==> src/rtl/core/sha1c_pkg.sv <==
package sha1c_pkg;

   // Widths and counts of the SHA-1 block and digest.
   localparam int WordW       = 32;
   localparam int BlockWords  = 16;
   localparam int AddrW       = 4;
   localparam int RoundCount  = 80;
   localparam int RoundW      = 7;
   localparam int DigestWords = 5;
   localparam int IdxW        = 3;
   localparam int CountW      = 64;

   typedef logic [WordW-1:0] word_type;
   typedef logic [DigestWords-1:0][WordW-1:0] chain_type;

   // Initial chaining values; entry 0 is h0.
   localparam chain_type InitChain = {
      32'hC3D2E1F0, 32'h10325476, 32'h98BADCFE, 32'hEFCDAB89, 32'h67452301
   };

   // Round constants, one per group of twenty rounds.
   localparam logic [3:0][WordW-1:0] RoundConst = {
      32'hCA62C1D6, 32'h8F1BBCDC, 32'h6ED9EBA1, 32'h5A827999
   };

   // Round groups.
   localparam logic [1:0] GroupChoose   = 2'd0;
   localparam logic [1:0] GroupParityA  = 2'd1;
   localparam logic [1:0] GroupMajority = 2'd2;
   localparam logic [1:0] GroupParityB  = 2'd3;

   // Padding and block layout.
   localparam logic [7:0]       PadByte       = 8'h80;
   localparam logic [5:0]       LastOffset    = 6'd63;
   localparam logic [AddrW-1:0] LastZeroWord  = 4'd13;
   localparam logic [AddrW-1:0] LenHiWord     = 4'd14;
   localparam logic [AddrW-1:0] LenLoWord     = 4'd15;
   localparam logic [IdxW-1:0]  LastDigestIdx = 3'd4;
   localparam logic [RoundW-1:0] LastRound    = 7'd79;
   localparam logic [RoundW-1:0] FirstExpRound = 7'd16;

   // Commands from the controller to the round engine.
   typedef struct packed {
      logic                 wr_en;
      logic [AddrW-1:0]     wr_addr;
      word_type             wr_data;
      logic                 start;
      logic                 chain_init;
   } load_cmd_type;

   // Status from the round engine.
   typedef struct packed {
      logic busy;
      logic done;
   } round_status_type;

   typedef enum logic [2:0] {
      ROUND_IDLE,
      ROUND_LOAD,
      ROUND_RD_A,
      ROUND_RD_B,
      ROUND_CALC,
      ROUND_SUM
   } round_state_type;

   typedef enum logic [3:0] {
      CTRL_IDLE,
      CTRL_BLOCK,
      CTRL_PAD,
      CTRL_ZERO,
      CTRL_PAD_RUN,
      CTRL_LEN_HI,
      CTRL_LEN_LO,
      CTRL_FINAL,
      CTRL_EMIT
   } ctrl_state_type;

   // Group of a round: twenty rounds each.
   function automatic logic [1:0] round_group(input logic [RoundW-1:0] t);
      logic [1:0] g;
      if (t < 7'd20) begin
         g = GroupChoose;
      end else if (t < 7'd40) begin
         g = GroupParityA;
      end else if (t < 7'd60) begin
         g = GroupMajority;
      end else begin
         g = GroupParityB;
      end
      return g;
   endfunction

   // Boolean function of a round group.
   function automatic word_type round_func(input logic [1:0] g, input word_type b,
                                           input word_type c, input word_type d);
      word_type f;
      case (g)
         GroupChoose:   f = d ^ (b & (c ^ d));
         GroupMajority: f = (b & c) | (d & (b | c));
         default:       f = b ^ c ^ d;
      endcase
      return f;
   endfunction

   // Place a byte into a big-endian word; lower bytes are cleared.
   function automatic word_type insert_byte(input word_type acc, input logic [7:0] v,
                                            input logic [1:0] pos);
      word_type r;
      case (pos)
         2'd0:    r = {v, 24'h000000};
         2'd1:    r = {acc[31:24], v, 16'h0000};
         2'd2:    r = {acc[31:16], v, 8'h00};
         default: r = {acc[31:8], v};
      endcase
      return r;
   endfunction

endpackage

==> src/rtl/core/sha1c_if.sv <==
// Message byte channel.
interface sha1c_req_if;
   logic       valid;
   logic       ready;
   logic       has_byte;
   logic [7:0] message_byte;
   logic       is_last;

   modport source (output valid, output has_byte, output message_byte, output is_last,
                   input ready);
   modport sink (input valid, input has_byte, input message_byte, input is_last,
                 output ready);
endinterface

// Digest word channel.
interface sha1c_rsp_if;
   logic        valid;
   logic        ready;
   logic [31:0] digest_word;
   logic [2:0]  word_index;
   logic        last_word;

   modport source (output valid, output digest_word, output word_index, output last_word,
                   input ready);
   modport sink (input valid, input digest_word, input word_index, input last_word,
                 output ready);
endinterface

==> src/rtl/core/sha1c_rounds.sv <==
module sha1c_rounds (
   input  logic                       clock,
   input  logic                       reset,
   input  sha1c_pkg::load_cmd_type    load_cmd,
   output sha1c_pkg::round_status_type status,
   output sha1c_pkg::chain_type       chain_words
);
   import sha1c_pkg::*;

   round_state_type     state_ff, state_in;
   logic [RoundW-1:0]   round_ff, round_in;
   word_type            a_ff, b_ff, c_ff, d_ff, e_ff;
   word_type            a_in, b_in, c_in, d_in, e_in;
   word_type            ekf_ff, ekf_in;
   word_type            x_ff, x_in;
   word_type            rd0_ff, rd1_ff;
   chain_type           chain_ff, chain_in;
   logic [AddrW-1:0]    addr0, addr1, mem_addr;
   logic                sched_we, mem_we;
   word_type            w_val, mem_data, temp;
   logic [1:0]          group;
   logic                expand;

   // Message schedule memory, one write and two registered reads per cycle.
   word_type sched_mem [BlockWords];

   assign expand = (round_ff >= FirstExpRound);
   assign group  = round_group(round_ff);

   // Schedule word of the current round.
   always_comb begin
      word_type x;
      x = x_ff ^ rd0_ff ^ rd1_ff;
      w_val = expand ? {x[30:0], x[31]} : rd0_ff;
   end

   assign temp = {a_ff[26:0], a_ff[31:27]} + ekf_ff + w_val;

   // Next state.
   always_comb begin
      state_in = state_ff;
      case (state_ff)
         ROUND_IDLE: if (load_cmd.start) state_in = ROUND_LOAD;
         ROUND_LOAD: state_in = ROUND_RD_A;
         ROUND_RD_A: state_in = expand ? ROUND_RD_B : ROUND_CALC;
         ROUND_RD_B: state_in = ROUND_CALC;
         ROUND_CALC: state_in = (round_ff == LastRound) ? ROUND_SUM : ROUND_RD_A;
         ROUND_SUM:  state_in = ROUND_IDLE;
         default:    state_in = ROUND_IDLE;
      endcase
   end

   // Datapath control and next values.
   always_comb begin
      round_in = round_ff;
      a_in     = a_ff;
      b_in     = b_ff;
      c_in     = c_ff;
      d_in     = d_ff;
      e_in     = e_ff;
      ekf_in   = ekf_ff;
      x_in     = x_ff;
      chain_in = chain_ff;
      addr0    = round_ff[AddrW-1:0];
      addr1    = round_ff[AddrW-1:0];
      sched_we = 1'b0;
      case (state_ff)
         ROUND_IDLE: begin
            if (load_cmd.chain_init) chain_in = InitChain;
         end
         ROUND_LOAD: begin
            a_in = chain_ff[0];
            b_in = chain_ff[1];
            c_in = chain_ff[2];
            d_in = chain_ff[3];
            e_in = chain_ff[4];
         end
         ROUND_RD_A: begin
            // Fetch w[t] or the first two taps; fold e, K and f meanwhile.
            addr0  = expand ? round_ff[AddrW-1:0] - 4'd3 : round_ff[AddrW-1:0];
            addr1  = round_ff[AddrW-1:0] - 4'd8;
            ekf_in = e_ff + RoundConst[group] + round_func(group, b_ff, c_ff, d_ff);
         end
         ROUND_RD_B: begin
            x_in  = rd0_ff ^ rd1_ff;
            addr0 = round_ff[AddrW-1:0] - 4'd14;
            addr1 = round_ff[AddrW-1:0];
         end
         ROUND_CALC: begin
            sched_we = expand;
            a_in     = temp;
            b_in     = a_ff;
            c_in     = {b_ff[1:0], b_ff[31:2]};
            d_in     = c_ff;
            e_in     = d_ff;
            round_in = (round_ff == LastRound) ? '0 : round_ff + RoundW'(1);
         end
         ROUND_SUM: begin
            chain_in[0] = chain_ff[0] + a_ff;
            chain_in[1] = chain_ff[1] + b_ff;
            chain_in[2] = chain_ff[2] + c_ff;
            chain_in[3] = chain_ff[3] + d_ff;
            chain_in[4] = chain_ff[4] + e_ff;
         end
         default: begin
            round_in = '0;
         end
      endcase
   end

   // Memory write port is shared by block loads and schedule expansion.
   assign mem_we   = sched_we | load_cmd.wr_en;
   assign mem_addr = sched_we ? round_ff[AddrW-1:0] : load_cmd.wr_addr;
   assign mem_data = sched_we ? w_val : load_cmd.wr_data;

   always_ff @(posedge clock) begin
      if (mem_we) sched_mem[mem_addr] <= mem_data;
      rd0_ff <= sched_mem[addr0];
      rd1_ff <= sched_mem[addr1];
   end

   // Control and chaining state.
   always_ff @(posedge clock) begin
      if (reset) begin
         state_ff <= ROUND_IDLE;
         round_ff <= '0;
         chain_ff <= InitChain;
      end else begin
         state_ff <= state_in;
         round_ff <= round_in;
         chain_ff <= chain_in;
      end
   end

   // Working variables.
   always_ff @(posedge clock) begin
      a_ff   <= a_in;
      b_ff   <= b_in;
      c_ff   <= c_in;
      d_ff   <= d_in;
      e_ff   <= e_in;
      ekf_ff <= ekf_in;
      x_ff   <= x_in;
   end

   assign status.busy = (state_ff != ROUND_IDLE);
   assign status.done = (state_ff == ROUND_SUM);
   assign chain_words = chain_ff;

   // A block is started only when the engine is free.
   assert property (@(posedge clock) disable iff (reset)
      load_cmd.start |-> (state_ff == ROUND_IDLE))
      else $error("block start while round engine busy");

   // The engine returns to idle right after the chaining sum.
   assert property (@(posedge clock) disable iff (reset)
      status.done |=> (state_ff == ROUND_IDLE))
      else $error("round engine did not return to idle");

   // Round counter stays within the eighty rounds.
   assert property (@(posedge clock) disable iff (reset)
      1'b1 |-> (round_ff <= LastRound))
      else $error("round counter out of range");

endmodule

==> src/rtl/core/sha1c_ctrl.sv <==
module sha1c_ctrl (
   input  logic                        clock,
   input  logic                        reset,
   sha1c_req_if.sink                   req_port,
   sha1c_rsp_if.source                 rsp_port,
   output sha1c_pkg::load_cmd_type     load_cmd,
   input  sha1c_pkg::round_status_type status,
   input  sha1c_pkg::chain_type        chain_words
);
   import sha1c_pkg::*;

   ctrl_state_type      state_ff, state_in;
   logic [CountW-1:0]   count_ff, count_in;
   word_type            acc_ff, acc_in;
   logic [AddrW-1:0]    fill_ff, fill_in;
   logic                tail_ff, tail_in;
   logic                pend_ff, pend_in;
   logic [IdxW-1:0]     idx_ff, idx_in;
   logic [5:0]          off;
   logic [AddrW-1:0]    wi;
   logic [CountW-1:0]   bit_len;
   logic                req_beat, rsp_beat;

   assign off      = count_ff[5:0];
   assign wi       = off[5:2];
   assign bit_len  = {count_ff[CountW-4:0], 3'b000};
   assign req_beat = req_port.valid & req_port.ready;
   assign rsp_beat = rsp_port.valid & rsp_port.ready;

   // Next state.
   always_comb begin
      state_in = state_ff;
      case (state_ff)
         CTRL_IDLE: begin
            if (req_beat) begin
               if (req_port.has_byte && off == LastOffset) begin
                  state_in = CTRL_BLOCK;
               end else if (req_port.is_last) begin
                  state_in = CTRL_PAD;
               end
            end
         end
         CTRL_BLOCK: begin
            if (status.done) state_in = pend_ff ? CTRL_PAD : CTRL_IDLE;
         end
         CTRL_PAD: begin
            if (wi == LenLoWord) begin
               state_in = CTRL_PAD_RUN;
            end else if (wi == LastZeroWord) begin
               state_in = CTRL_LEN_HI;
            end else begin
               state_in = CTRL_ZERO;
            end
         end
         CTRL_ZERO: begin
            if (tail_ff && fill_ff == LenLoWord) begin
               state_in = CTRL_PAD_RUN;
            end else if (!tail_ff && fill_ff == LastZeroWord) begin
               state_in = CTRL_LEN_HI;
            end
         end
         CTRL_PAD_RUN: if (status.done) state_in = CTRL_ZERO;
         CTRL_LEN_HI:  state_in = CTRL_LEN_LO;
         CTRL_LEN_LO:  state_in = CTRL_FINAL;
         CTRL_FINAL:   if (status.done) state_in = CTRL_EMIT;
         CTRL_EMIT:    if (rsp_beat && idx_ff == LastDigestIdx) state_in = CTRL_IDLE;
         default:      state_in = CTRL_IDLE;
      endcase
   end

   // Outputs and datapath next values.
   always_comb begin
      count_in       = count_ff;
      acc_in         = acc_ff;
      fill_in        = fill_ff;
      tail_in        = tail_ff;
      pend_in        = pend_ff;
      idx_in         = idx_ff;
      load_cmd       = '0;
      req_port.ready = 1'b0;
      rsp_port.valid = 1'b0;
      case (state_ff)
         CTRL_IDLE: begin
            // Store each byte by rewriting its whole word.
            req_port.ready = 1'b1;
            if (req_beat && req_port.has_byte) begin
               acc_in           = insert_byte(acc_ff, req_port.message_byte, off[1:0]);
               load_cmd.wr_en   = 1'b1;
               load_cmd.wr_addr = wi;
               load_cmd.wr_data = acc_in;
               count_in         = count_ff + CountW'(1);
               load_cmd.start   = (off == LastOffset);
               pend_in          = req_port.is_last;
            end
         end
         CTRL_PAD: begin
            // Word that holds the pad byte.
            load_cmd.wr_en   = 1'b1;
            load_cmd.wr_addr = wi;
            load_cmd.wr_data = insert_byte(acc_ff, PadByte, off[1:0]);
            load_cmd.start   = (wi == LenLoWord);
            fill_in          = wi + AddrW'(1);
            tail_in          = (wi >= LenHiWord);
         end
         CTRL_ZERO: begin
            load_cmd.wr_en   = 1'b1;
            load_cmd.wr_addr = fill_ff;
            load_cmd.wr_data = '0;
            load_cmd.start   = tail_ff && (fill_ff == LenLoWord);
            fill_in          = fill_ff + AddrW'(1);
         end
         CTRL_PAD_RUN: begin
            fill_in = '0;
            tail_in = 1'b0;
         end
         CTRL_LEN_HI: begin
            load_cmd.wr_en   = 1'b1;
            load_cmd.wr_addr = LenHiWord;
            load_cmd.wr_data = bit_len[63:32];
         end
         CTRL_LEN_LO: begin
            load_cmd.wr_en   = 1'b1;
            load_cmd.wr_addr = LenLoWord;
            load_cmd.wr_data = bit_len[31:0];
            load_cmd.start   = 1'b1;
         end
         CTRL_EMIT: begin
            // Send h0..h4, then start a new message.
            rsp_port.valid = 1'b1;
            if (rsp_beat) begin
               if (idx_ff == LastDigestIdx) begin
                  idx_in              = '0;
                  count_in            = '0;
                  load_cmd.chain_init = 1'b1;
               end else begin
                  idx_in = idx_ff + IdxW'(1);
               end
            end
         end
         default: begin
            pend_in = pend_ff;
         end
      endcase
   end

   assign rsp_port.digest_word = chain_words[idx_ff];
   assign rsp_port.word_index  = idx_ff;
   assign rsp_port.last_word   = (idx_ff == LastDigestIdx);

   always_ff @(posedge clock) begin
      if (reset) begin
         state_ff <= CTRL_IDLE;
         count_ff <= '0;
         idx_ff   <= '0;
         pend_ff  <= 1'b0;
         tail_ff  <= 1'b0;
         fill_ff  <= '0;
      end else begin
         state_ff <= state_in;
         count_ff <= count_in;
         idx_ff   <= idx_in;
         pend_ff  <= pend_in;
         tail_ff  <= tail_in;
         fill_ff  <= fill_in;
      end
   end

   always_ff @(posedge clock) begin
      acc_ff <= acc_in;
   end

   // Block memory is loaded only while the round engine is idle.
   assert property (@(posedge clock) disable iff (reset)
      load_cmd.wr_en |-> !status.busy)
      else $error("block write during rounds");

   // New bytes are taken only while no block is in flight.
   assert property (@(posedge clock) disable iff (reset)
      req_port.ready |-> !status.busy)
      else $error("byte accepted while rounds run");

   // After the final digest beat the message state starts over.
   assert property (@(posedge clock) disable iff (reset)
      (rsp_beat && rsp_port.last_word) |=> (count_ff == '0 && state_ff == CTRL_IDLE))
      else $error("message state not cleared after digest");

endmodule

==> src/rtl/core/sha1_hash_engine_core.sv <==
// Byte beats that do not complete a block are taken back to back.
// Completing a 64-byte block holds further beats while the rounds run: a load, 16 rounds
// of read and calculate, 64 with an extra read through the two read ports of the schedule
// memory, then the chaining sum. Last beat: up to 18 padding word writes, one or two blocks,
// then 5 digest beats, one per cycle when the receiver is ready.
// Synchronous reset restores the initial chaining values and clears the byte count.
module sha1_hash_engine_core (
   input  logic         clock,
   input  logic         reset,
   sha1c_req_if.sink    req_port,
   sha1c_rsp_if.source  rsp_port
);
   import sha1c_pkg::*;

   load_cmd_type     load_cmd;
   round_status_type status;
   chain_type        chain_words;

   // Message intake, padding and digest output.
   sha1c_ctrl u_ctrl (
      .clock       (clock),
      .reset       (reset),
      .req_port    (req_port),
      .rsp_port    (rsp_port),
      .load_cmd    (load_cmd),
      .status      (status),
      .chain_words (chain_words)
   );

   // Schedule memory and compression rounds.
   sha1c_rounds u_rounds (
      .clock       (clock),
      .reset       (reset),
      .load_cmd    (load_cmd),
      .status      (status),
      .chain_words (chain_words)
   );

endmodule

==> src/flat_wrapper.sv <==
// flat-port wrapper written by rule: the top's interface ports become plain ports
module sha1_hash_engine_core_flat import sha1c_pkg::*;
  (clock, reset, req_port_valid, req_port_has_byte, req_port_message_byte, req_port_is_last, req_port_ready, rsp_port_valid, rsp_port_digest_word, rsp_port_word_index, rsp_port_last_word, rsp_port_ready);
  sha1c_req_if req_port_i ();
  sha1c_rsp_if rsp_port_i ();
  input  logic clock;
  input  logic reset;
  input wire logic [$bits(req_port_i.valid)-1:0] req_port_valid;
  input wire logic [$bits(req_port_i.has_byte)-1:0] req_port_has_byte;
  input wire logic [$bits(req_port_i.message_byte)-1:0] req_port_message_byte;
  input wire logic [$bits(req_port_i.is_last)-1:0] req_port_is_last;
  output wire logic [$bits(req_port_i.ready)-1:0] req_port_ready;
  output wire logic [$bits(rsp_port_i.valid)-1:0] rsp_port_valid;
  output wire logic [$bits(rsp_port_i.digest_word)-1:0] rsp_port_digest_word;
  output wire logic [$bits(rsp_port_i.word_index)-1:0] rsp_port_word_index;
  output wire logic [$bits(rsp_port_i.last_word)-1:0] rsp_port_last_word;
  input wire logic [$bits(rsp_port_i.ready)-1:0] rsp_port_ready;
  assign req_port_i.valid = req_port_valid;
  assign req_port_i.has_byte = req_port_has_byte;
  assign req_port_i.message_byte = req_port_message_byte;
  assign req_port_i.is_last = req_port_is_last;
  assign req_port_ready = req_port_i.ready;
  assign rsp_port_valid = rsp_port_i.valid;
  assign rsp_port_digest_word = rsp_port_i.digest_word;
  assign rsp_port_word_index = rsp_port_i.word_index;
  assign rsp_port_last_word = rsp_port_i.last_word;
  assign rsp_port_i.ready = rsp_port_ready;
  sha1_hash_engine_core u_core (.clock(clock), .reset(reset), .req_port(req_port_i), .rsp_port(rsp_port_i));
endmodule
==> config.mk <==
export PLATFORM = sky130hd
export DESIGN_NAME = sha1_hash_engine_core_flat
export DESIGN_NICKNAME = d
export VERILOG_FILES = /design/src/rtl/core/sha1c_pkg.sv /design/src/rtl/core/sha1c_if.sv /design/src/rtl/core/sha1c_rounds.sv /design/src/rtl/core/sha1c_ctrl.sv /design/src/rtl/core/sha1_hash_engine_core.sv /design/src/flat_wrapper.sv
export SDC_FILE = /design/constraint.sdc
export NUM_CORES = 2
export LEC_CHECK = 0
export BUFFER_PORTS_ARGS = -buffer_cell sky130_fd_sc_hd__clkbuf_2
export CELL_PAD_IN_SITES_DETAIL_PLACEMENT = 1
export CELL_PAD_IN_SITES_GLOBAL_PLACEMENT = 1
export CORE_ASPECT_RATIO = 0.75
export CORE_MARGIN = 3
export CORE_UTILIZATION = 30
export DETAILED_ROUTE_END_ITERATION = 10
export GPL_TIMING_DRIVEN = 0
export PLACE_DENSITY_LB_ADDON = 0.15
export SLEW_MARGIN = 20
export SYNTH_ARGS = -nofsm -noshare
export SYNTH_HDL_FRONTEND = slang
export SYNTH_SLANG_ARGS = --single-unit
==> constraint.sdc <==
create_clock -name clock -period 7.5 [get_ports clock]
set_input_delay 0.75 -clock clock [delete_from_list [all_inputs] [get_ports clock]]
set_output_delay 0.75 -clock clock [all_outputs]
set_load 0.02 [all_outputs]
# ---- Word level (Yosys, flattened, before mapping)
# Memories as Yosys holds them, arrays and structs flattened. A register that Yosys moved wholly into a read port is not among the register bits.
# Cells that the tools add are included.
dict set report totals {
  reg_bits 503
  latch_bits 0
  ram_bits 512
  rom_bits 0
  inputBits 14
  out_inout_bits 38
  elab_cells 178
  memories 1
}
dict set report op_classes {
  addsub 17
  mul 0
  div_mod_pow 0
  order_cmp 7
  n_eq_ne 35
  shifts 0
  n_mux 61
  bitwise 15
  n_reduce_logical 21
}
# memory words width rd rd_ports_with_merged_regs wr line_no
set mem_list {}
lappend mem_list {u_core.u_rounds.sched_mem 16 32 2 2 1 sha1c_rounds.sv:25} ;# word_type sched_mem [BlockWords];
# cell count
set op_table {}
lappend op_table {{$pmux W32 S2} 6}
lappend op_table {{$pmux W160 S2} 1}
lappend op_table {{$add A32 B32 Y32} 9}
lappend op_table {{$xor A32 B32 Y32} 7}
lappend op_table {{$mux W64} 3}
lappend op_table {{$pmux W32 S3} 2}
lappend op_table {{$pmux W37 S5} 1}
lappend op_table {{$mux W160} 1}
lappend op_table {{$mux W32} 5}
lappend op_table {{$pmux W64 S2} 1}
lappend op_table {{$and A32 B32 Y32} 3}
lappend op_table {{$bmux W32 S3} 1}
lappend op_table {{$add A64 B1 Y64 const B} 1}
lappend op_table {{$bmux W32 S2} 1}
lappend op_table {{$or A32 B32 Y32} 2}
lappend op_table {{$mux W4} 12}
lappend op_table {{$mux W38} 1}
lappend op_table {{$pmux W4 S9} 1}
lappend op_table {{$eq A4 B4 Y1 const B} 5}
lappend op_table {{$mux W3} 6}
lappend op_table {{$eq A4 B3 Y1 const B} 4}
lappend op_table {{$pmux W3 S5} 1}
lappend op_table {{$lt A7 B6 Y1 const B} 2}
lappend op_table {{$pmux W7 S2} 1}
lappend op_table {{other kinds (42)} 79}

# ---- Depth between registers and ports, before layout
dict set report depth {
  depth_word 9
  mapped_depth 26
}

# ---- By module
# A second synthesis with hierarchy kept.
dict set report unflattened {
  hier_cells 5496
  hier_area_um2 61599.1
}
# mod n_inst cells_per_inst area_each_um2 seq_area_each_um2
set modules_own_cells {}
lappend modules_own_cells {sha1c_rounds 1 4625 54616.1 26785.7}
lappend modules_own_cells {sha1c_ctrl 1 871 6982.9 2202.1}

# ---- Worst setup path before layout
# No wires, ideal clock.
dict set report synth_path {
  path_kind {register to register}
  from {register u_core.u_rounds.state_ff[0]}
  to {register u_core.u_rounds.a_ff[0] (enable)}
  setup_ns 0.681
  arrival_time_ns 7.594
  required_time_ns 6.819
  setup_slack_ns -0.776
  path_stages_with_launch 5
  n_path_buf 2
  cell_sequence {dfxtp_1 > clkbuf_1 > buf_1 > xnor2_1 > nor2_1}
}
dict set report synth_via {
  elab_chain_cells 2
  elab_cells_between_ends 3
}
# item line_no
set synth_rtl {}
lappend synth_rtl {{from (decl)} sha1c_rounds.sv:10} ;# round_state_type state_ff, state_in;
lappend synth_rtl {{from (signal assigned)} sha1c_rounds.sv:129} ;# state_ff <= state_in;
lappend synth_rtl {{$eq A3 B3 Y1 or $eq A3 B1 Y1 (tied branches)} sha1c_rounds.sv:67} ;# case (state_ff)
lappend synth_rtl {{$reduce_bool A2 Y1 (no line) *} --}
lappend synth_rtl {{to (signal assigned)} sha1c_rounds.sv:137} ;# a_ff <= a_in;
lappend synth_rtl {{to (decl)} sha1c_rounds.sv:12} ;# word_type a_ff, b_ff, c_ff, d_ff, e_ff;
# Every way passes the cells marked *; elsewhere a longest branch is shown, timed or not.
# A chain may end at the register's enable or synchronous reset.

# ---- Worst setup path after layout
dict set report layout_path {
  from {register u_core.u_rounds.round_ff[4]}
  to {register u_core.u_rounds.a_ff[31], data pin}
}
dict set report layout_via {
  elab_chain_cells 4
}
# item line_no
set layout_rtl {}
lappend layout_rtl {{from (decl)} sha1c_rounds.sv:11} ;# logic [RoundW-1:0] round_ff, round_in;
lappend layout_rtl {{from (signal assigned)} sha1c_rounds.sv:130} ;# round_ff <= round_in;
lappend layout_rtl {{$ge A7 B5 Y1} sha1c_rounds.sv:27} ;# assign expand = (round_ff >= FirstExpRound);
lappend layout_rtl {{$mux W32} sha1c_rounds.sv:34} ;# w_val = expand ? {x[30:0], x[31]} : rd0_ff;
lappend layout_rtl {{$add A32 B32 Y32} sha1c_rounds.sv:37} ;# assign temp = {a_ff[26:0], a_ff[31:27]} + ekf_ff + w_val;
lappend layout_rtl {{$pmux W32 S2} sha1c_rounds.sv:67}
lappend layout_rtl {{via u_core.u_rounds.a_in[31]} sha1c_rounds.sv:13} ;# word_type a_in, b_in, c_in, d_in, e_in;
# The timed path passes the listed nets, and every way through them passes these cells.

==> results.cfg <==
[layout]
largest_reg_flops = 512
drive_gt1_share_pct = 13.5
final_area_mm2 = 0.0701
layout.nets = 5927
top_register = u_core.u_rounds.sched_mem
area.growth.synth_to_final_pct = 15.4

[floorplanning]
die_w_um = 526
start_util_pct = 30.3
fp.coreArea_mm2 = 0.201
rows = 142
ios = 52
die-area_mm2 = 0.208
die_y_um = 396

[worst_setup_path]
crit_path_start_kind = flip-flop
critPathArrivalTime_ns = 7.64
critPathKind = reg2reg
cp_max_fo = 11
crit_required_ns = 8.00
endpoint_kind = flip-flop

[power_and_ir_drop]
power_mw = 15.6
p_seq_share_pct = 44.0
intPower_mw = 11.0
p_sw_share_pct = 29.0
power.switching_mw = 4.51
p_per_area_mw_per_mm2 = 222
combinationalPowerShare_pct = 16.9
power_leakage_nw = 25.9
p_clk_share_pct = 39.1
peakVddDrop_mv = 0.211

[clocking]
cts_made_buffers = 119
clockBufferDepth = 3
root_buffer = clkbuf_16
cts_tree = done
cts_sinks = 1068
path_clk_slew_ns = 0.07
clock_latency_ns = 0.79
htreeDepth = 3
cts_hold_buf = 0

[placement]
dp_hpwl_um = 184000
dpl-instance-area_mm2 = 0.0658
gp_congestion = 0.874
io_buffers = 51
pre_cts_ws_ns = -1.25

[timing]
setup_viol_count_final = 0
clock.fmax_mhz = 140
setup_slack_ns = 0.351
slew_viol_final = 0
worstMarginPinSlew_ns = 1.28
clock-skew-final_ns = 0.0365
relSlewSlack_pct = 14.6
period_share_pct = 95.3
hold_violations = 0
period_minus_slack_ns = 7.15

[drt]
viasPerCell = 5.47
via_count = 45558
drt-wirelength-per-cell_um = 28.7
firstDrtPassIters = 8
drc = 0
ant_nets = 0
wl_um = 239000
dr.first_iter.drc_count = 4687

[synthesis]
yosysTopAreaCell = edfxtp_1
synth_cell_types = 85
async_reset_ff_share_pct = 0
netlist.area_leader.share_pct = 37.6
synthTopCellsByCount = 760 x edfxtp_1, 539 x nand2_1, 376 x a21oi_1
yosysMostFrequentCell = edfxtp_1
syn_avg_cell_area_um2 = 11.4
syn_area_mm2 = 0.0607
yosys_warnings = 0
ys.flop_type = edfxtp_1
synth_area_leaders = edfxtp_1 38%, mux4_2 11%, dfxtp_1 10%
synth_seq_cells = 1068
ys_seq_area_share_pct = 47.7
syn_nets = 5691
synth_edf_count = 760
synthCells = 5315

[outcome]
outcome = complete, no violations

[grt]
antenna_found_initial = 8
grt_overflow_total = 0
grt_max_degree = 33
grt_pass1_wl_um = 339000
grtUsageTotal_pct = 22.4
grt_pass1_vias = 45162

[flow_run]
cap_violations = 0

[hold_path]
hp-class = in2reg
## worst max-delay path: stages, from the launching register on
cell and delay (ns):
dfxtp_2 0.39, nor3_2 0.53, clkbuf_2 0.45, clkdlybuf4s15_1 0.73
o21ai_0 0.58, fa_1 0.66, ha_1 0.17, inv_1 0.06
fa_1 0.46, nor2b_1 0.14, o21a_1 0.17, a311oi_1 0.19
a211o_1 0.37, a21oi_1 0.36, o21ai_1 0.26, o21ai_0 0.72
nand2b_1 0.14, a21oi_1 0.25, or3_1 0.14, a31oi_1 0.07
## cell families (layout without fill, tap and decap cells)
kind of cell	after synthesis	count (layout)	share of synthesized area [%]
AO/OA/AOI/OAI	1314	1314	13.4
AND/OR/NAND/NOR	1275	1275	9.44
flip-flops	1068	1068	47.7
buffers and inverters	528	869	3.30
multiplexers	426	426	13.0
adder cells (fa/ha/maj)	363	363	8.28
XOR/XNOR	341	341	4.92
other	0	6	0
## metrics by stage
| stage | TNS, ns | utilization, % | hold slack [ns] | instances |
|---|---|---|---|---|
| after detailed placement | -12.94 | 32.8 | 0.461 | 8090 |
| after floorplan | 0 | - | 0.436 | 5315 |
| after global placement | -459.08 | 32.1 | 0.451 | 8030 |
| final | 0 | 34.9 | 0.241 | 8326 |
| after CTS | -0.122 | 34.8 | 0.167 | 8319 |
| after global routing | -0.00186 | 34.9 | 0.219 | 8320 |
## layout by cell type (no fill, tap or decap), drive strengths merged, types with 51 or more instances in the layout
| cell type | n |
|---|---|
| edfxtp | 760 |
| nand2 | 540 |
| clkbuf | 425 |
| a21oi | 376 |
| o21ai | 362 |
| nor2 | 350 |
| dfxtp | 308 |
| ha | 297 |
| mux4 | 288 |
| inv | 262 |
| xor2 | 178 |
| xnor2 | 163 |
| mux2i | 134 |
| buf | 116 |
| o22ai | 106 |
| a21o | 99 |
| nand2b | 78 |
| nor2b | 77 |
| fa | 65 |
| a211oi | 61 |
| nand3 | 61 |
| clkinv | 51 |
## per-layer routing
metal	vias to the layer above	routed length [um]	GRT usage (%)
li1	20270	-	-
met3	216	16600	3.34
met1	23691	125000	37.0
met4	0	3760	3.67
met5	-	0	0
met2	1381	94000	30.5
## worst paths after layout
path | from | end | slack, ns | depth (start not counted)
worst min register to register | u_core.u_ctrl.pend_ff$_SDFFE_PP0P_ | u_core.u_ctrl.pend_ff$_SDFFE_PP0P_ | 0.48 | 2
worst min-delay path | req_port_is_last | u_core.u_ctrl.pend_ff$_SDFFE_PP0P_ | 0.24 | 3
worst max register to register | u_core.u_rounds.round_ff[4]$_SDFFE_PP0N_ | u_core.u_rounds.a_ff[31]$_DFFE_PP_ | 0.35 | 19
worst max-delay path | u_core.u_rounds.round_ff[4]$_SDFFE_PP0N_ | u_core.u_rounds.a_ff[31]$_DFFE_PP_ | 0.35 | 19
## power groups by stage
stage,Clock [mW],Combinational (mW),Sequential [mW]
finish,6.08,2.63,6.85
global route,6.45,2.85,6.87
CTS,6.22,2.58,6.84
detailed placement,0,2.56,6.97
global placement,0,2.43,6.98
floorplan,0,1.66,6.91
## timing repair
action,in CTS,in global routing
buffers inserted,3,0
endpoints found under the setup margin,24,18
gates resized for setup,29,20
## final cells by class
type                            count  area, um^2
Timing Repair Buffer              118        1430
Tap cell                         2664        3330
Antenna cell                        6        15.0
Multi-Input combinational cell   3719       30200
Inverter                          261         987
Sequential cell                  1068       29000
Clock inverter                     64         586
Clock buffer                      162        3400
Buffer                            264        1110
Fill cell                       21713      131000
No activity file was read; power rests on OpenSTA's default activity.
